`config.mk`:
```
export PLATFORM = sky130hd
export DESIGN_NAME = card_machine_cpu_core_flat
export DESIGN_NICKNAME = d
export VERILOG_FILES = /design/src/rtl/cmc_pkg.sv /design/src/rtl/cmc_if.sv /design/src/rtl/card_machine_cpu_core.sv /design/src/rtl/cmc_ram.sv /design/src/flat_wrapper.sv
export SDC_FILE = /design/constraint.sdc
export NUM_CORES = 2
export LEC_CHECK = 0
export ABC_AREA = 1
export BUFFER_PORTS_ARGS = -buffer_cell sky130_fd_sc_hd__buf_2
export CORE_ASPECT_RATIO = 1.2
export CORE_MARGIN = 1
export CORE_UTILIZATION = 31
export DETAILED_ROUTE_END_ITERATION = 8
export PLACE_DENSITY = 0.46
export SLEW_MARGIN = 20
export SYNTH_ARGS = -nofsm -noshare
export SYNTH_HDL_FRONTEND = slang
export SYNTH_SLANG_ARGS = --single-unit
```
`constraint.sdc`:
```
create_clock -name clk -period 9.59 [get_ports clk]
set_input_delay 1.918 -clock clk [delete_from_list [all_inputs] [get_ports clk]]
set_output_delay 1.918 -clock clk [all_outputs]
set_load 0.01 [all_outputs]
```
`src/rtl/cmc_pkg.sv`:
```
// Shared constants and types for the card machine CPU.
// No dependencies; cmc_if and the core import this package, cmc_ram does not.
`default_nettype none

package cmc_pkg;

  localparam int MEM_WORDS  = 100;
  localparam int LINE_WORDS = 10;
  localparam int ADDR_W     = 7;
  localparam int WORD_W     = 32;
  localparam int BUDGET_W   = 16;
  localparam int COUNT_W    = 6;
  localparam int LIDX_W     = (LINE_WORDS > 1) ? $clog2(LINE_WORDS) : 1;
  localparam logic [BUDGET_W-1:0] BUDGET_RESET = 16'd4096;

  typedef logic [1:0] op_t;
  localparam op_t OP_CLEAR = 2'd0;
  localparam op_t OP_LOAD  = 2'd1;
  localparam op_t OP_RUN   = 2'd2;
  localparam op_t OP_CARD  = 2'd3;

  typedef logic [2:0] status_t;
  localparam status_t ST_NEED_CARD   = 3'd0;
  localparam status_t ST_PRINT       = 3'd1;
  localparam status_t ST_HALTED      = 3'd2;
  localparam status_t ST_BUDGET      = 3'd3;
  localparam status_t ST_BAD_ADDR    = 3'd4;
  localparam status_t ST_OUT_OF_TURN = 3'd5;

  localparam logic [7:0] CH_L     = 8'h4C;
  localparam logic [7:0] CH_S     = 8'h53;
  localparam logic [7:0] CH_C     = 8'h43;
  localparam logic [7:0] CH_B     = 8'h42;
  localparam logic [7:0] CH_H     = 8'h48;
  localparam logic [7:0] CH_G     = 8'h47;
  localparam logic [7:0] CH_P     = 8'h50;
  localparam logic [7:0] CH_ZERO  = 8'h30;
  localparam logic [7:0] CH_SPACE = 8'h20;
  localparam logic [7:0] CH_NL    = 8'h0A;

endpackage

`default_nettype wire

```
`src/rtl/cmc_if.sv`:
```
// Valid/ready channel interfaces for the card machine CPU items and results.
// Depends on cmc_pkg for field widths.
`default_nettype none

interface cmc_in_if;
  import cmc_pkg::*;
  logic              valid;
  logic              ready;
  logic [1:0]        operation;
  logic [ADDR_W-1:0] address;
  logic [WORD_W-1:0] word;
  logic [7:0]        card_byte;

  modport source (output valid, output operation, output address, output word,
                  output card_byte, input ready);
  modport sink   (input valid, input operation, input address, input word,
                  input card_byte, output ready);
endinterface

interface cmc_out_if;
  import cmc_pkg::*;
  logic              valid;
  logic              ready;
  logic [2:0]        status;
  logic [WORD_W-1:0] print_word;
  logic              last;

  modport source (output valid, output status, output print_word, output last,
                  input ready);
  modport sink   (input valid, input status, input print_word, input last,
                  output ready);
endinterface

`default_nettype wire

```
`src/rtl/card_machine_cpu_core.sv`:
```
// Card machine CPU top level: item sequencer, machine registers and result
// register around the word memory. Depends on cmc_pkg, cmc_if and cmc_ram.
//
// Timing: an item is taken in a cycle in which the sequencer is idle. Clear and load word
// items need only that cycle; a card byte for a word in memory reads that word then, and
// merges and writes it back in S_CARD_WR. A run item passes S_FETCH and S_DECODE for each
// instruction, and LR and CP add S_LOAD or S_CMP, which read their operand word. A stop at
// H, GD or a bad operand then posts its status from S_EMIT, and a stop for the budget or a
// bad fetch address passes the fetch check, then the post; PD instead passes S_PRINT_RD and
// S_PRINT_WAIT for each printed word. A run out of turn goes from idle straight to S_EMIT.
// Each cycle in which the output register is full and not being taken adds a stall to a
// post or a printed word. All of this is set by the registered read of the word memory,
// which every access goes through in turn. Clear resets the memory at once through
// per-word valid bits, so there is no clearing pass. A new item is taken whenever the
// sequencer is idle, even while the last result still waits in the output register.
`default_nettype none

module card_machine_cpu_core (
  input  wire logic                    clk,
  input  wire logic                    rst_n,
  cmc_in_if.sink                       in_if,
  cmc_out_if.source                    out_if,
  input  wire logic                    cfg_wr_en,
  input  wire logic [cmc_pkg::BUDGET_W-1:0] cfg_wr_data
);
  import cmc_pkg::*;

  typedef enum logic [3:0] {
    S_IDLE, S_CARD_WR, S_FETCH, S_DECODE, S_LOAD, S_CMP,
    S_PRINT_RD, S_PRINT_WAIT, S_EMIT
  } state_t;

  localparam logic signed [12:0] MEM_S = 13'(MEM_WORDS);
  localparam logic signed [12:0] LIM_S = 13'(MEM_WORDS - LINE_WORDS);
  localparam logic [COUNT_W-1:0] LINE_BYTES = COUNT_W'(LINE_WORDS * 4);
  localparam logic [LIDX_W-1:0]  LAST_IDX = LIDX_W'(LINE_WORDS - 1);

  function automatic logic [WORD_W-1:0] blank_zero(input logic [WORD_W-1:0] w);
    logic [WORD_W-1:0] r;
    r = w;
    for (int i = 0; i < 4; i++) begin
      if (w[8*i +: 8] == 8'd0) begin
        r[8*i +: 8] = CH_SPACE;
      end
    end
    return r;
  endfunction

  state_t               state_r, state_nxt;
  logic [WORD_W-1:0]    acc_r, acc_nxt;
  logic                 flag_r, flag_nxt;
  logic [ADDR_W-1:0]    ic_r, ic_nxt;
  logic                 pend_r, pend_nxt;
  logic [ADDR_W-1:0]    base_r, base_nxt;
  logic [COUNT_W-1:0]   count_r, count_nxt;
  logic                 halted_r, halted_nxt;
  logic [BUDGET_W-1:0]  budget_r;
  logic [BUDGET_W-1:0]  steps_r, steps_nxt;
  logic [ADDR_W-1:0]    pbase_r, pbase_nxt;
  logic [LIDX_W-1:0]    idx_r, idx_nxt;
  logic [ADDR_W-1:0]    wi_r, wi_nxt;
  logic [7:0]           byte_r, byte_nxt;
  status_t              res_r, res_nxt;
  logic                 out_valid_r, out_valid_nxt;
  status_t              out_status_r, out_status_nxt;
  logic [WORD_W-1:0]    out_word_r, out_word_nxt;
  logic                 out_last_r, out_last_nxt;

  logic                 ram_clr, ram_we, ram_re;
  logic [ADDR_W-1:0]    ram_waddr, ram_raddr;
  logic [WORD_W-1:0]    ram_wdata, ram_rdata;

  logic                 accept, slot_free;
  logic [7:0]           opc;
  logic signed [12:0]   hi, lo, v;
  logic                 v_in;
  logic [ADDR_W:0]      wi;
  logic [COUNT_W-1:0]   count_inc;
  logic [WORD_W-1:0]    merged;

  cmc_ram #(.DEPTH(MEM_WORDS), .WIDTH(WORD_W)) u_ram (
    .clk   (clk),
    .rst_n (rst_n),
    .clr   (ram_clr),
    .we    (ram_we),
    .waddr (ram_waddr),
    .wdata (ram_wdata),
    .re    (ram_re),
    .raddr (ram_raddr),
    .rdata (ram_rdata)
  );

  assign in_if.ready       = (state_r == S_IDLE);
  assign accept            = in_if.valid && in_if.ready;
  assign slot_free         = !out_valid_r || out_if.ready;
  assign out_if.valid      = out_valid_r;
  assign out_if.status     = out_status_r;
  assign out_if.print_word = out_word_r;
  assign out_if.last       = out_last_r;

  // Operand decode of the fetched word, ten times the high digit by shifts.
  assign opc  = ram_rdata[31:24];
  assign hi   = $signed({5'd0, ram_rdata[15:8]}) - $signed({5'd0, CH_ZERO});
  assign lo   = $signed({5'd0, ram_rdata[7:0]}) - $signed({5'd0, CH_ZERO});
  assign v    = (hi <<< 3) + (hi <<< 1) + lo;
  assign v_in = !v[12] && (v < MEM_S);

  assign wi        = {1'b0, base_r} + (ADDR_W+1)'(count_r[COUNT_W-1:2]);
  assign count_inc = count_r + 1'b1;

  always_comb begin
    merged = ram_rdata;
    case (count_r[1:0])
      2'd0:    merged[31:24] = byte_r;
      2'd1:    merged[23:16] = byte_r;
      2'd2:    merged[15:8]  = byte_r;
      default: merged[7:0]   = byte_r;
    endcase
  end

  always_comb begin
    state_nxt      = state_r;
    acc_nxt        = acc_r;
    flag_nxt       = flag_r;
    ic_nxt         = ic_r;
    pend_nxt       = pend_r;
    base_nxt       = base_r;
    count_nxt      = count_r;
    halted_nxt     = halted_r;
    steps_nxt      = steps_r;
    pbase_nxt      = pbase_r;
    idx_nxt        = idx_r;
    wi_nxt         = wi_r;
    byte_nxt       = byte_r;
    res_nxt        = res_r;
    out_valid_nxt  = out_valid_r && !out_if.ready;
    out_status_nxt = out_status_r;
    out_word_nxt   = out_word_r;
    out_last_nxt   = out_last_r;
    ram_clr        = 1'b0;
    ram_we         = 1'b0;
    ram_re         = 1'b0;
    ram_waddr      = '0;
    ram_wdata      = '0;
    ram_raddr      = '0;

    case (state_r)
      S_IDLE: begin
        if (accept) begin
          case (in_if.operation)
            OP_CLEAR: begin
              ram_clr    = 1'b1;
              acc_nxt    = '0;
              flag_nxt   = 1'b0;
              ic_nxt     = '0;
              pend_nxt   = 1'b0;
              base_nxt   = '0;
              count_nxt  = '0;
              halted_nxt = 1'b0;
            end
            OP_LOAD: begin
              ram_we    = (in_if.address < ADDR_W'(MEM_WORDS));
              ram_waddr = in_if.address;
              ram_wdata = in_if.word;
            end
            OP_RUN: begin
              if (halted_r || pend_r) begin
                res_nxt   = ST_OUT_OF_TURN;
                state_nxt = S_EMIT;
              end else begin
                steps_nxt = '0;
                state_nxt = S_FETCH;
              end
            end
            default: begin
              if (!pend_r) begin
                res_nxt   = ST_OUT_OF_TURN;
                state_nxt = S_EMIT;
              end else if (in_if.card_byte == CH_NL) begin
                pend_nxt = 1'b0;
              end else if (wi < (ADDR_W+1)'(MEM_WORDS)) begin
                // Read the target word now, merge the byte next cycle.
                ram_re    = 1'b1;
                ram_raddr = wi[ADDR_W-1:0];
                wi_nxt    = wi[ADDR_W-1:0];
                byte_nxt  = in_if.card_byte;
                state_nxt = S_CARD_WR;
              end else begin
                count_nxt = count_inc;
                pend_nxt  = (count_inc < LINE_BYTES);
              end
            end
          endcase
        end
      end
      S_CARD_WR: begin
        ram_we    = 1'b1;
        ram_waddr = wi_r;
        ram_wdata = merged;
        count_nxt = count_inc;
        pend_nxt  = (count_inc < LINE_BYTES);
        state_nxt = S_IDLE;
      end
      S_FETCH: begin
        if (steps_r >= budget_r) begin
          res_nxt   = ST_BUDGET;
          state_nxt = S_EMIT;
        end else if (ic_r >= ADDR_W'(MEM_WORDS)) begin
          halted_nxt = 1'b1;
          res_nxt    = ST_BAD_ADDR;
          state_nxt  = S_EMIT;
        end else begin
          ram_re    = 1'b1;
          ram_raddr = ic_r;
          ic_nxt    = ic_r + 1'b1;
          steps_nxt = steps_r + 1'b1;
          state_nxt = S_DECODE;
        end
      end
      S_DECODE: begin
        state_nxt = S_FETCH;
        case (opc)
          CH_L, CH_C: begin
            if (!v_in) begin
              halted_nxt = 1'b1;
              res_nxt    = ST_BAD_ADDR;
              state_nxt  = S_EMIT;
            end else begin
              ram_re    = 1'b1;
              ram_raddr = v[ADDR_W-1:0];
              state_nxt = (opc == CH_L) ? S_LOAD : S_CMP;
            end
          end
          CH_S: begin
            if (!v_in) begin
              halted_nxt = 1'b1;
              res_nxt    = ST_BAD_ADDR;
              state_nxt  = S_EMIT;
            end else begin
              ram_we    = 1'b1;
              ram_waddr = v[ADDR_W-1:0];
              ram_wdata = acc_r;
            end
          end
          CH_B: begin
            if (flag_r) begin
              if (!v_in) begin
                halted_nxt = 1'b1;
                res_nxt    = ST_BAD_ADDR;
                state_nxt  = S_EMIT;
              end else begin
                // A target of zero wraps the counter to its top value.
                ic_nxt   = v[ADDR_W-1:0] - 1'b1;
                flag_nxt = 1'b0;
              end
            end
          end
          CH_H: begin
            halted_nxt = 1'b1;
            res_nxt    = ST_HALTED;
            state_nxt  = S_EMIT;
          end
          CH_G, CH_P: begin
            if (!v_in || (v > LIM_S)) begin
              halted_nxt = 1'b1;
              res_nxt    = ST_BAD_ADDR;
              state_nxt  = S_EMIT;
            end else if (opc == CH_G) begin
              pend_nxt  = 1'b1;
              base_nxt  = v[ADDR_W-1:0];
              count_nxt = '0;
              res_nxt   = ST_NEED_CARD;
              state_nxt = S_EMIT;
            end else begin
              pbase_nxt = v[ADDR_W-1:0];
              idx_nxt   = '0;
              state_nxt = S_PRINT_RD;
            end
          end
          default: begin
          end
        endcase
      end
      S_LOAD: begin
        acc_nxt   = ram_rdata;
        state_nxt = S_FETCH;
      end
      S_CMP: begin
        flag_nxt  = (ram_rdata == acc_r);
        state_nxt = S_FETCH;
      end
      S_PRINT_RD: begin
        ram_re    = 1'b1;
        ram_raddr = pbase_r + ADDR_W'(idx_r);
        state_nxt = S_PRINT_WAIT;
      end
      S_PRINT_WAIT: begin
        // Read data holds until the next read, so waiting on the output is safe.
        if (slot_free) begin
          out_valid_nxt  = 1'b1;
          out_status_nxt = ST_PRINT;
          out_word_nxt   = blank_zero(ram_rdata);
          out_last_nxt   = (idx_r == LAST_IDX);
          if (idx_r == LAST_IDX) begin
            state_nxt = S_IDLE;
          end else begin
            idx_nxt   = idx_r + 1'b1;
            state_nxt = S_PRINT_RD;
          end
        end
      end
      S_EMIT: begin
        if (slot_free) begin
          out_valid_nxt  = 1'b1;
          out_status_nxt = res_r;
          out_word_nxt   = '0;
          out_last_nxt   = 1'b1;
          state_nxt      = S_IDLE;
        end
      end
      default: begin
        state_nxt = S_IDLE;
      end
    endcase
  end

  always_ff @(posedge clk) begin
    if (!rst_n) begin
      state_r     <= S_IDLE;
      acc_r       <= '0;
      flag_r      <= 1'b0;
      ic_r        <= '0;
      pend_r      <= 1'b0;
      base_r      <= '0;
      count_r     <= '0;
      halted_r    <= 1'b0;
      budget_r    <= BUDGET_RESET;
      steps_r     <= '0;
      out_valid_r <= 1'b0;
    end else begin
      state_r     <= state_nxt;
      acc_r       <= acc_nxt;
      flag_r      <= flag_nxt;
      ic_r        <= ic_nxt;
      pend_r      <= pend_nxt;
      base_r      <= base_nxt;
      count_r     <= count_nxt;
      halted_r    <= halted_nxt;
      steps_r     <= steps_nxt;
      out_valid_r <= out_valid_nxt;
      if (cfg_wr_en) begin
        budget_r <= cfg_wr_data;
      end
    end
  end

  always_ff @(posedge clk) begin
    pbase_r      <= pbase_nxt;
    idx_r        <= idx_nxt;
    wi_r         <= wi_nxt;
    byte_r       <= byte_nxt;
    res_r        <= res_nxt;
    out_status_r <= out_status_nxt;
    out_word_r   <= out_word_nxt;
    out_last_r   <= out_last_nxt;
  end

  // The single memory never reads and writes one word in the same cycle.
  a_no_rw_overlap: assert property (@(posedge clk) disable iff (!rst_n)
    (ram_we && ram_re) |-> (ram_waddr != ram_raddr))
    else $error("memory read and write to the same word in one cycle");

  a_oot_run: assert property (@(posedge clk) disable iff (!rst_n)
    (accept && in_if.operation == OP_RUN && (halted_r || pend_r))
      |=> (state_r == S_EMIT && res_r == ST_OUT_OF_TURN))
    else $error("run out of turn did not post its status");

  a_single_last: assert property (@(posedge clk) disable iff (!rst_n)
    (out_valid_r && out_status_r != ST_PRINT) |-> out_last_r)
    else $error("single-result status without last");

  a_count_range: assert property (@(posedge clk) disable iff (!rst_n)
    pend_r |-> (count_r < LINE_BYTES))
    else $error("card line still pending past its length");

  a_halt_excl: assert property (@(posedge clk) disable iff (!rst_n)
    halted_r |-> !pend_r)
    else $error("machine halted while a card line is pending");

endmodule

`default_nettype wire

```
`src/rtl/cmc_ram.sv`:
```
// Single-port-read, single-port-write RAM with registered read data and
// per-entry valid bits; an entry never written since clear reads as zero.
`default_nettype none

module cmc_ram #(
  parameter int DEPTH = 100,
  parameter int WIDTH = 32
) (
  input  wire logic                     clk,
  input  wire logic                     rst_n,
  input  wire logic                     clr,
  input  wire logic                     we,
  input  wire logic [$clog2(DEPTH)-1:0] waddr,
  input  wire logic [WIDTH-1:0]         wdata,
  input  wire logic                     re,
  input  wire logic [$clog2(DEPTH)-1:0] raddr,
  output logic      [WIDTH-1:0]         rdata
);

  logic [WIDTH-1:0] mem [DEPTH];
  logic [DEPTH-1:0] vld_r;
  logic [WIDTH-1:0] rd_q_r;
  logic             rd_vld_r;

  always_ff @(posedge clk) begin
    if (we) begin
      mem[waddr] <= wdata;
    end
    if (re) begin
      rd_q_r <= mem[raddr];
    end
  end

  always_ff @(posedge clk) begin
    if (!rst_n || clr) begin
      vld_r    <= '0;
      rd_vld_r <= 1'b0;
    end else begin
      if (we) begin
        vld_r[waddr] <= 1'b1;
      end
      if (re) begin
        rd_vld_r <= vld_r[raddr];
      end
    end
  end

  assign rdata = rd_vld_r ? rd_q_r : '0;

endmodule

`default_nettype wire
```
`src/flat_wrapper.sv`:
```
// flat-port wrapper written by rule: the top's interface ports become plain ports
module card_machine_cpu_core_flat import cmc_pkg::*;
  (clk, rst_n, cfg_wr_en, cfg_wr_data, in_if_valid, in_if_operation, in_if_address, in_if_word, in_if_card_byte, in_if_ready, out_if_valid, out_if_status, out_if_print_word, out_if_last, out_if_ready);
  cmc_in_if in_if_i ();
  cmc_out_if out_if_i ();
  input  wire logic clk;
  input  wire logic rst_n;
  input  wire logic cfg_wr_en;
  input  wire logic [cmc_pkg::BUDGET_W-1:0] cfg_wr_data;
  input wire logic [$bits(in_if_i.valid)-1:0] in_if_valid;
  input wire logic [$bits(in_if_i.operation)-1:0] in_if_operation;
  input wire logic [$bits(in_if_i.address)-1:0] in_if_address;
  input wire logic [$bits(in_if_i.word)-1:0] in_if_word;
  input wire logic [$bits(in_if_i.card_byte)-1:0] in_if_card_byte;
  output wire logic [$bits(in_if_i.ready)-1:0] in_if_ready;
  output wire logic [$bits(out_if_i.valid)-1:0] out_if_valid;
  output wire logic [$bits(out_if_i.status)-1:0] out_if_status;
  output wire logic [$bits(out_if_i.print_word)-1:0] out_if_print_word;
  output wire logic [$bits(out_if_i.last)-1:0] out_if_last;
  input wire logic [$bits(out_if_i.ready)-1:0] out_if_ready;
  assign in_if_i.valid = in_if_valid;
  assign in_if_i.operation = in_if_operation;
  assign in_if_i.address = in_if_address;
  assign in_if_i.word = in_if_word;
  assign in_if_i.card_byte = in_if_card_byte;
  assign in_if_ready = in_if_i.ready;
  assign out_if_valid = out_if_i.valid;
  assign out_if_status = out_if_i.status;
  assign out_if_print_word = out_if_i.print_word;
  assign out_if_last = out_if_i.last;
  assign out_if_i.ready = out_if_ready;
  card_machine_cpu_core u_core (.clk(clk), .rst_n(rst_n), .in_if(in_if_i), .out_if(out_if_i), .cfg_wr_en(cfg_wr_en), .cfg_wr_data(cfg_wr_data));
endmodule
```
---- Word level (Yosys, flattened, before mapping) ----
Memory sizes are Yosys's and may differ from the RTL's. A register that Yosys moved wholly into a read port is not among the register bits.
Index checks and enable logic that the tools add are counted.
storage, ports and cells
  register bits after elaboration ......... 258
  bits in writable memories ............... 3200
  ROM bits ................................ 0
  memories ................................ 1
  input bits .............................. 70
  latch bits .............................. 0
  logic and storage cells ................. 303
memory list
  name              depth  width  read ports  clocked after memory_dff  write ports  RTL line       text
  u_core.u_ram.mem  100    32     1           1                         1            cmc_ram.sv:20  logic [WIDTH-1:0] mem [DEPTH];
operators by class
  multiply operators ...................... 0
  shift operators ......................... 0
  magnitude comparators ................... 10
  reductions and logical operators ........ 51
  eq/ne operators ......................... 53
  $add $sub $neg .......................... 11
  bitwise operators ....................... 5
  divide/modulo/power cells ............... 0
  muxes and demuxes ....................... 151
operators with widths
  cell                                                                    number
  32-bit two-way mux                                                      9
  7-bit two-way mux                                                       22
  32-bit one-hot mux with 2 select lines                                  2
  100-bit bitwise OR                                                      1
  32-bit one-hot mux with 3 select lines                                  1
  16-bit two-way mux                                                      5
  4-bit two-way mux                                                       19
  8-bit two-way mux                                                       8
  8-bit by 7-bit equality test with 1-bit output (second input constant)  7
  6-bit two-way mux                                                       7
  7-bit one-hot mux with 3 select lines                                   2
  1-bit two-way mux                                                       41
  3-bit two-way mux                                                       12
  6-bit AND reduction                                                     6
  32-bit equality test                                                    1
  8-bit logical NOT                                                       4
  16-bit one-hot mux with 2 select lines                                  1
  4-bit one-hot mux with 7 select lines                                   1
  7-bit one-hot mux with 4 select lines                                   1
  13-bit adder                                                            2
  2-bit inequality test (second input constant)                           12
  4-bit one-hot mux with 5 select lines                                   1
  6-bit one-hot mux with 3 select lines                                   1
  9-bit AND reduction                                                     2
  55 further kinds                                                        113

---- Logic depth before layout (Yosys ltp) ----
  depth after elaboration ................. 14
  mapped depth ............................ 38
  mapped depth without buffers ............ 31

---- Cells and area by module ----
From an unflattened synthesis, not the netlist that was laid out.
unflattened totals
  cell total of the unflattened synthesis .. 11803
  area total of the unflattened synthesis .. 141718.4 sq um
modules (own cells, without submodules)
  module                 instances  area an instance (sq um)  cells each  seq. area each (sq um)
  cmc_ram                1          131353.5                  10383       99075.0
  card_machine_cpu_core  1          10364.9                   1420        3793.6

---- Worst setup path after synthesis ----
No wires, ideal clock.
  path kind ............................... register to register
  start point ............................. register u_core.u_ram.rd_vld_r
  end point ............................... memory u_core.u_ram.mem[0][0], data pin
  setup slack ............................. 1876 ps
  stages on the path, launching flop included .. 25
  arrival time ............................ 6986 ps
  buffers on the path ..................... 5
  clock period less this slack ............ 7714 ps
  cell sequence ........................... dfxtp_1 buf_6 buf_6 clkbuf_1 clkbuf_1 nand2_1 inv_1 ha_1 inv_1 xor2_1 fa_1 inv_1 ha_1 a21oi_1 nand3_1 xnor2_1 nand2_1 nor2_2 nand2_1 nor2_2 inv_2 nor2_1 inv_1 clkbuf_1 o211ai_1
between the ends
  longest elaborated chain between the ends .. 9
  elaborated cells between the ends (all ways) .. 13
  those cells by class .................... add/sub: 4; order compare: 1; eq/ne: 1; mux: 5; reduce/logical: 2
ends and longest elaborated chain
  item                                                                                        RTL line                      text
  start, declared                                                                             cmc_ram.sv:23                 logic rd_vld_r;
  start signal, assigned                                                                      cmc_ram.sv:43                 rd_vld_r <= vld_r[raddr];
  32-bit two-way mux (*)                                                                      cmc_ram.sv:48                 assign rdata = rd_vld_r ? rd_q_r : '0;
  via u_core.ram_rdata[12]                                                                    card_machine_cpu_core.sv:71   logic [WORD_W-1:0] ram_wdata, ram_rdata;
  8-bit by 6-bit subtractor with 9-bit output (*)                                             card_machine_cpu_core.sv:103  assign hi = $signed({5'd0, ram_rdata[15:8]}) - $signed({5'd0, CH_ZERO});
  13-bit adder (*) (2 in a row)                                                               card_machine_cpu_core.sv:105  assign v = (hi <<< 3) + (hi <<< 1) + lo;
  13-bit by 8-bit < comparator with 1-bit output / 1-bit logical NOT (equally long branches)  card_machine_cpu_core.sv:106  assign v_in = !v[12] && (v < MEM_S);
  1-bit logical AND (*)                                                                       card_machine_cpu_core.sv:106
  32-bit two-way mux (*)                                                                      card_machine_cpu_core.sv:235  if (!v_in) begin
  32-bit two-way mux (*)                                                                      card_machine_cpu_core.sv:222  case (opc)
  32-bit one-hot mux with 3 select lines (*)                                                  card_machine_cpu_core.sv:147  case (state_r)
  via u_core.ram_wdata[0]                                                                     card_machine_cpu_core.sv:71
  end, declared                                                                               cmc_ram.sv:20
Mark *: on every way through the listed nets, which the timed path passes. The rest lies on a longest branch.

---- Worst setup path after layout ----
  start point ............................. register u_core.u_ram.rd_vld_r
  end point ............................... register u_core.u_ram.rd_q_r[21], read port of u_core.u_ram.mem, data pin
between the ends
  longest elaborated chain between the ends .. 9
  elaborated cells between the ends (all ways) .. 17
  those cells by class .................... add/sub: 4; order compare: 1; eq/ne: 2; mux: 7; reduce/logical: 3
ends and longest elaborated chain
  item                                                                                                   RTL line                      text
  32-bit two-way mux (*)                                                                                 cmc_ram.sv:48
  via u_core.ram_rdata[12]                                                                               card_machine_cpu_core.sv:71
  8-bit by 6-bit subtractor with 9-bit output (*)                                                        card_machine_cpu_core.sv:103
  13-bit adder (*) (2 in a row)                                                                          card_machine_cpu_core.sv:105
  13-bit by 8-bit < comparator with 1-bit output / 1-bit logical NOT (equally long branches)             card_machine_cpu_core.sv:106
  1-bit logical AND                                                                                      card_machine_cpu_core.sv:106
  7-bit two-way mux / 1-bit two-way mux (equally long branches)                                          card_machine_cpu_core.sv:224  if (!v_in) begin
  7-bit two-way mux / 1-bit two-way mux (equally long branches)                                          card_machine_cpu_core.sv:222
  7-bit one-hot mux with 4 select lines / 1-bit one-hot mux with 4 select lines (equally long branches)  card_machine_cpu_core.sv:147
  end, declared                                                                                          cmc_ram.sv:22                 logic [WIDTH-1:0] rd_q_r;
Marks and branches as above.
A chain may end at the register's enable or synchronous reset.

==> impl_results.md <==
* Outcome: finished, final reports clean
* Period utilization at 0.878
* GRT Total Usage at 0.206
* Most frequent cells in the layout: edfxtp_1, o21ai_0, nor2_1
* # Post-CTS Setup Buffers at 0
* Main synth FF type: edfxtp_1
* Post-Place Worst Slack at about 1200 ps
* Clock-pin slew on the worst setup and hold paths at 60 ps
* Post-synth EDFFs at 3297
* PostCTS Resize Cnt at 0
* Simple-gate share of the synthesized area at 0.123
* Hold bufs inserted after CTS at 0
* CP Class: reg -> reg
* Dpl cells at 17.7k
* PD cells at between 150 and 200 nW/um2
* Worst skew pair latency at 1010 ps
* Final hold vios at 0
* Post-Synth Adder-Cell Area at 0.00615
* CTS sink cnt at between 3k and 4k
* Vias in the first global route at roughly 92k
* Post-synth ARST share at 0
* Worst setup EP type: flip-flop
* Critical Path AT at 9130 ps
* Setup_tns at 0 ps
* DR WL/cell at roughly 27 um
* Main combinational cell family by area after synthesis: simple AND/OR/NAND/NOR gates
* Syn Area/Cell at between 10 and 15 um2
* Pin count of the biggest net entering global routing at 197
* Syn. warnings at 0
* Fmax at between 100 and 150 MHz
* Routed wire length at 498000 um
* Layout cells sized above 1 at 0.133
* Syn Inst Count at 11.9k
* Layout Area Growth over Synthesis at 14.2%
* Final min period at 8420 ps
* Clock Skew at ~46 ps
* Register area share after synthesis at 0.713
* Core Box Area at 464000 um2
* CTS tree: yes
* # H-tree levels at 5
* Die area at 468000 um2
* Post-layout nets at 12.0k
* Final Non-Filler Cells at 18.4k
* Vias per cell at 5.20
* I/O pin count at 108
* VDD IR max at around 0.00016 V
* Worst hold-check path type: reg -> reg
* Worst slew margin at 0.181
* CTS max path bufs at 4
* First-pass GRT wire length at 702000 um
* Tightest Pin Transition at 1230 ps
* Fin util at 0.355
* Drt pass-1 iters at 6
* Global placement routability congestion at 0.855
* # DRC at 0
* Post-route ant nets at 0
* RSZ-0062 raised after global routing: false
* Most common cell after layout, fill and taps aside: edfxtp_1
* DP Wirelength at 280000 um
* Mux share of post-synthesis cell area at 0
* 1st-iter DRT viols at between 10k and 15k
* Max-slew violation count at 0
* Initial Util at 0.311
* Die height at 749 um
* Leak at 57.2 nW
* Die W at 625 um
* Synth Cell Area at between 100000 and 150000 um2
* Final setup viols at 0
* Layout fillers at approximately 45k
* Vias at 95.5k
* Number of library cell types mapped by synthesis at 60
* Input/output buffers at 107
* CTS Buf Count at 355
* Critical Path RT at 10310 ps
* Synth Area in XOR/XNOR at 0.00164
* Max Cap Viol at 0
* Final WS setup at about 1200 ps
* R2r setup slk at ~1200 ps
* Startpoint Class: flip-flop
* Global route overflow at 0
* Yosys reg bits at 3490
* Compound-Gate Fraction of Synth Area at 0.113
* Critical path peak fanout at 65
* Initial antenna violation count at 27
* Root buf cell: clkbuf_16
* Rows at 274
* Post-synthesis net count at 12.0k
worst max-delay path: stages (launching register included):
cell     delay (ps)
dfxtp_1         690
nand2_1         330
inv_1           250
ha_1            190
inv_1            70
xor2_1          290
fa_1            480
inv_1            70
ha_1            280
a21oi_1         270
nand3_1         160
xnor2_1         220
nand2_1         100
nor2_2          230
nand4_4         580
nand2_8         740
inv_8           410
buf_12          340
nor2_1          160
nor2_1           40
o21ai_0          80
nand3_1          90
nand3_1         430
nand3_1         260
nand3_1         300
nand2_1         190
nand2_1         450
nand2_1         110
flip-flops by register name (all words and copies together) (netlist names), 6 cells and up:
name,cells
u_core.base_r,7
u_core.out_if.print_word,32
u_core.wi_r,7
u_core.count_r,6
u_core.ic_r,7
u_core.u_ram.vld_r,100
u_core.steps_r,16
u_core.pbase_r,7
u_core.u_ram.rd_q_r,32
u_core.acc_r,32
u_core.budget_r,16
u_core.u_ram.mem,3200
u_core.byte_r,8
final timing paths:
path / startpoint / to / depth (start not counted)
max: u_core.u_ram.rd_vld_r$_SDFFE_PP0P_ / u_core.u_ram.rd_q_r[21]$_DFFE_PP_ / 27
min: u_core.u_ram.vld_r[78]$_SDFFE_PP0P_ / u_core.u_ram.vld_r[78]$_SDFFE_PP0P_ / 2
max reg2reg: u_core.u_ram.rd_vld_r$_SDFFE_PP0P_ / u_core.u_ram.rd_q_r[21]$_DFFE_PP_ / 27
min reg2reg: u_core.u_ram.vld_r[78]$_SDFFE_PP0P_ / u_core.u_ram.vld_r[78]$_SDFFE_PP0P_ / 2
kinds of logic after synthesis:
group | count (synthesis)
AOI/OAI and AO/OA | 2836
xor gates and xnor gates | 27
adders and majority gates | 65
buffers and inverters | 1448
DFF | 3490
and+or+nand+nor | 3999
cells in the mapped netlist, types with 20 or more instances:
cell type | n | area share
nor2_2 | 30 | 0.0013
nand2_1 | 1156 | 0.030
nor3_1 | 22 | 0.00076
edfxtp_1 | 3297 | 0.69
nand3b_1 | 21 | 0.0011
o21ai_1 | 138 | 0.0048
nand3_1 | 925 | 0.032
dfxtp_1 | 193 | 0.027
buf_6 | 33 | 0.0026
o22ai_1 | 225 | 0.0098
buf_4 | 52 | 0.0027
buf_2 | 261 | 0.0091
o21bai_1 | 83 | 0.0043
a21oi_1 | 518 | 0.018
nor2_1 | 1300 | 0.034
buf_1 | 48 | 0.0012
clkbuf_1 | 362 | 0.0094
o211ai_2 | 45 | 0.0039
xor2_1 | 20 | 0.0012
ha_1 | 55 | 0.0048
o211ai_1 | 467 | 0.024
or2_2 | 483 | 0.021
o21ai_0 | 1317 | 0.046
inv_1 | 672 | 0.017
report_power, final:
part           internal [mW]  leakage, nW  switching (mW)
Combinational          0.266         18.4           0.983
Clock                   8.03         5.67            6.16
Sequential              16.7         33.2          0.0350
Total                   25.0         57.2            7.18
stage by stage:
stage | hold WS, ps | instance area [um2] | total power [mW]
after global placement | 440 | 153000 | 18.3
after floorplan | 431 | 144000 | 17.7
after global routing | 472 | 165000 | 33.0
final | 455 | 165000 | 32.2
after CTS | 455 | 165000 | 32.4
after detailed placement | 447 | 153000 | 18.3
metal layers:
| metal | vias to the layer above | global-route usage | wire, um |
|---|---|---|---|
| met5 | - | 0 | 13 |
| met1 | 48867 | 0.274 | 212000 |
| met2 | 3255 | 0.346 | 238000 |
| met4 | 2 | 0.0778 | 20200 |
| met3 | 630 | 0.0246 | 28000 |
| li1 | 42759 | - | - |
area by class of cell:
cell class              instances  area, um2  share of cell area
repair buffers                395       3690              0.0224
inverters                     691       2620              0.0159
multi-input cells            6927      36200               0.220
clock buffers                 448       9410              0.0571
diodes                          9       22.5            0.000137
flip-flops and latches       3490     103000               0.624
well taps                    6210       7770              0.0471
clock inverters               205       2240              0.0136
Note: power is estimated with default switching activity, not from simulation.
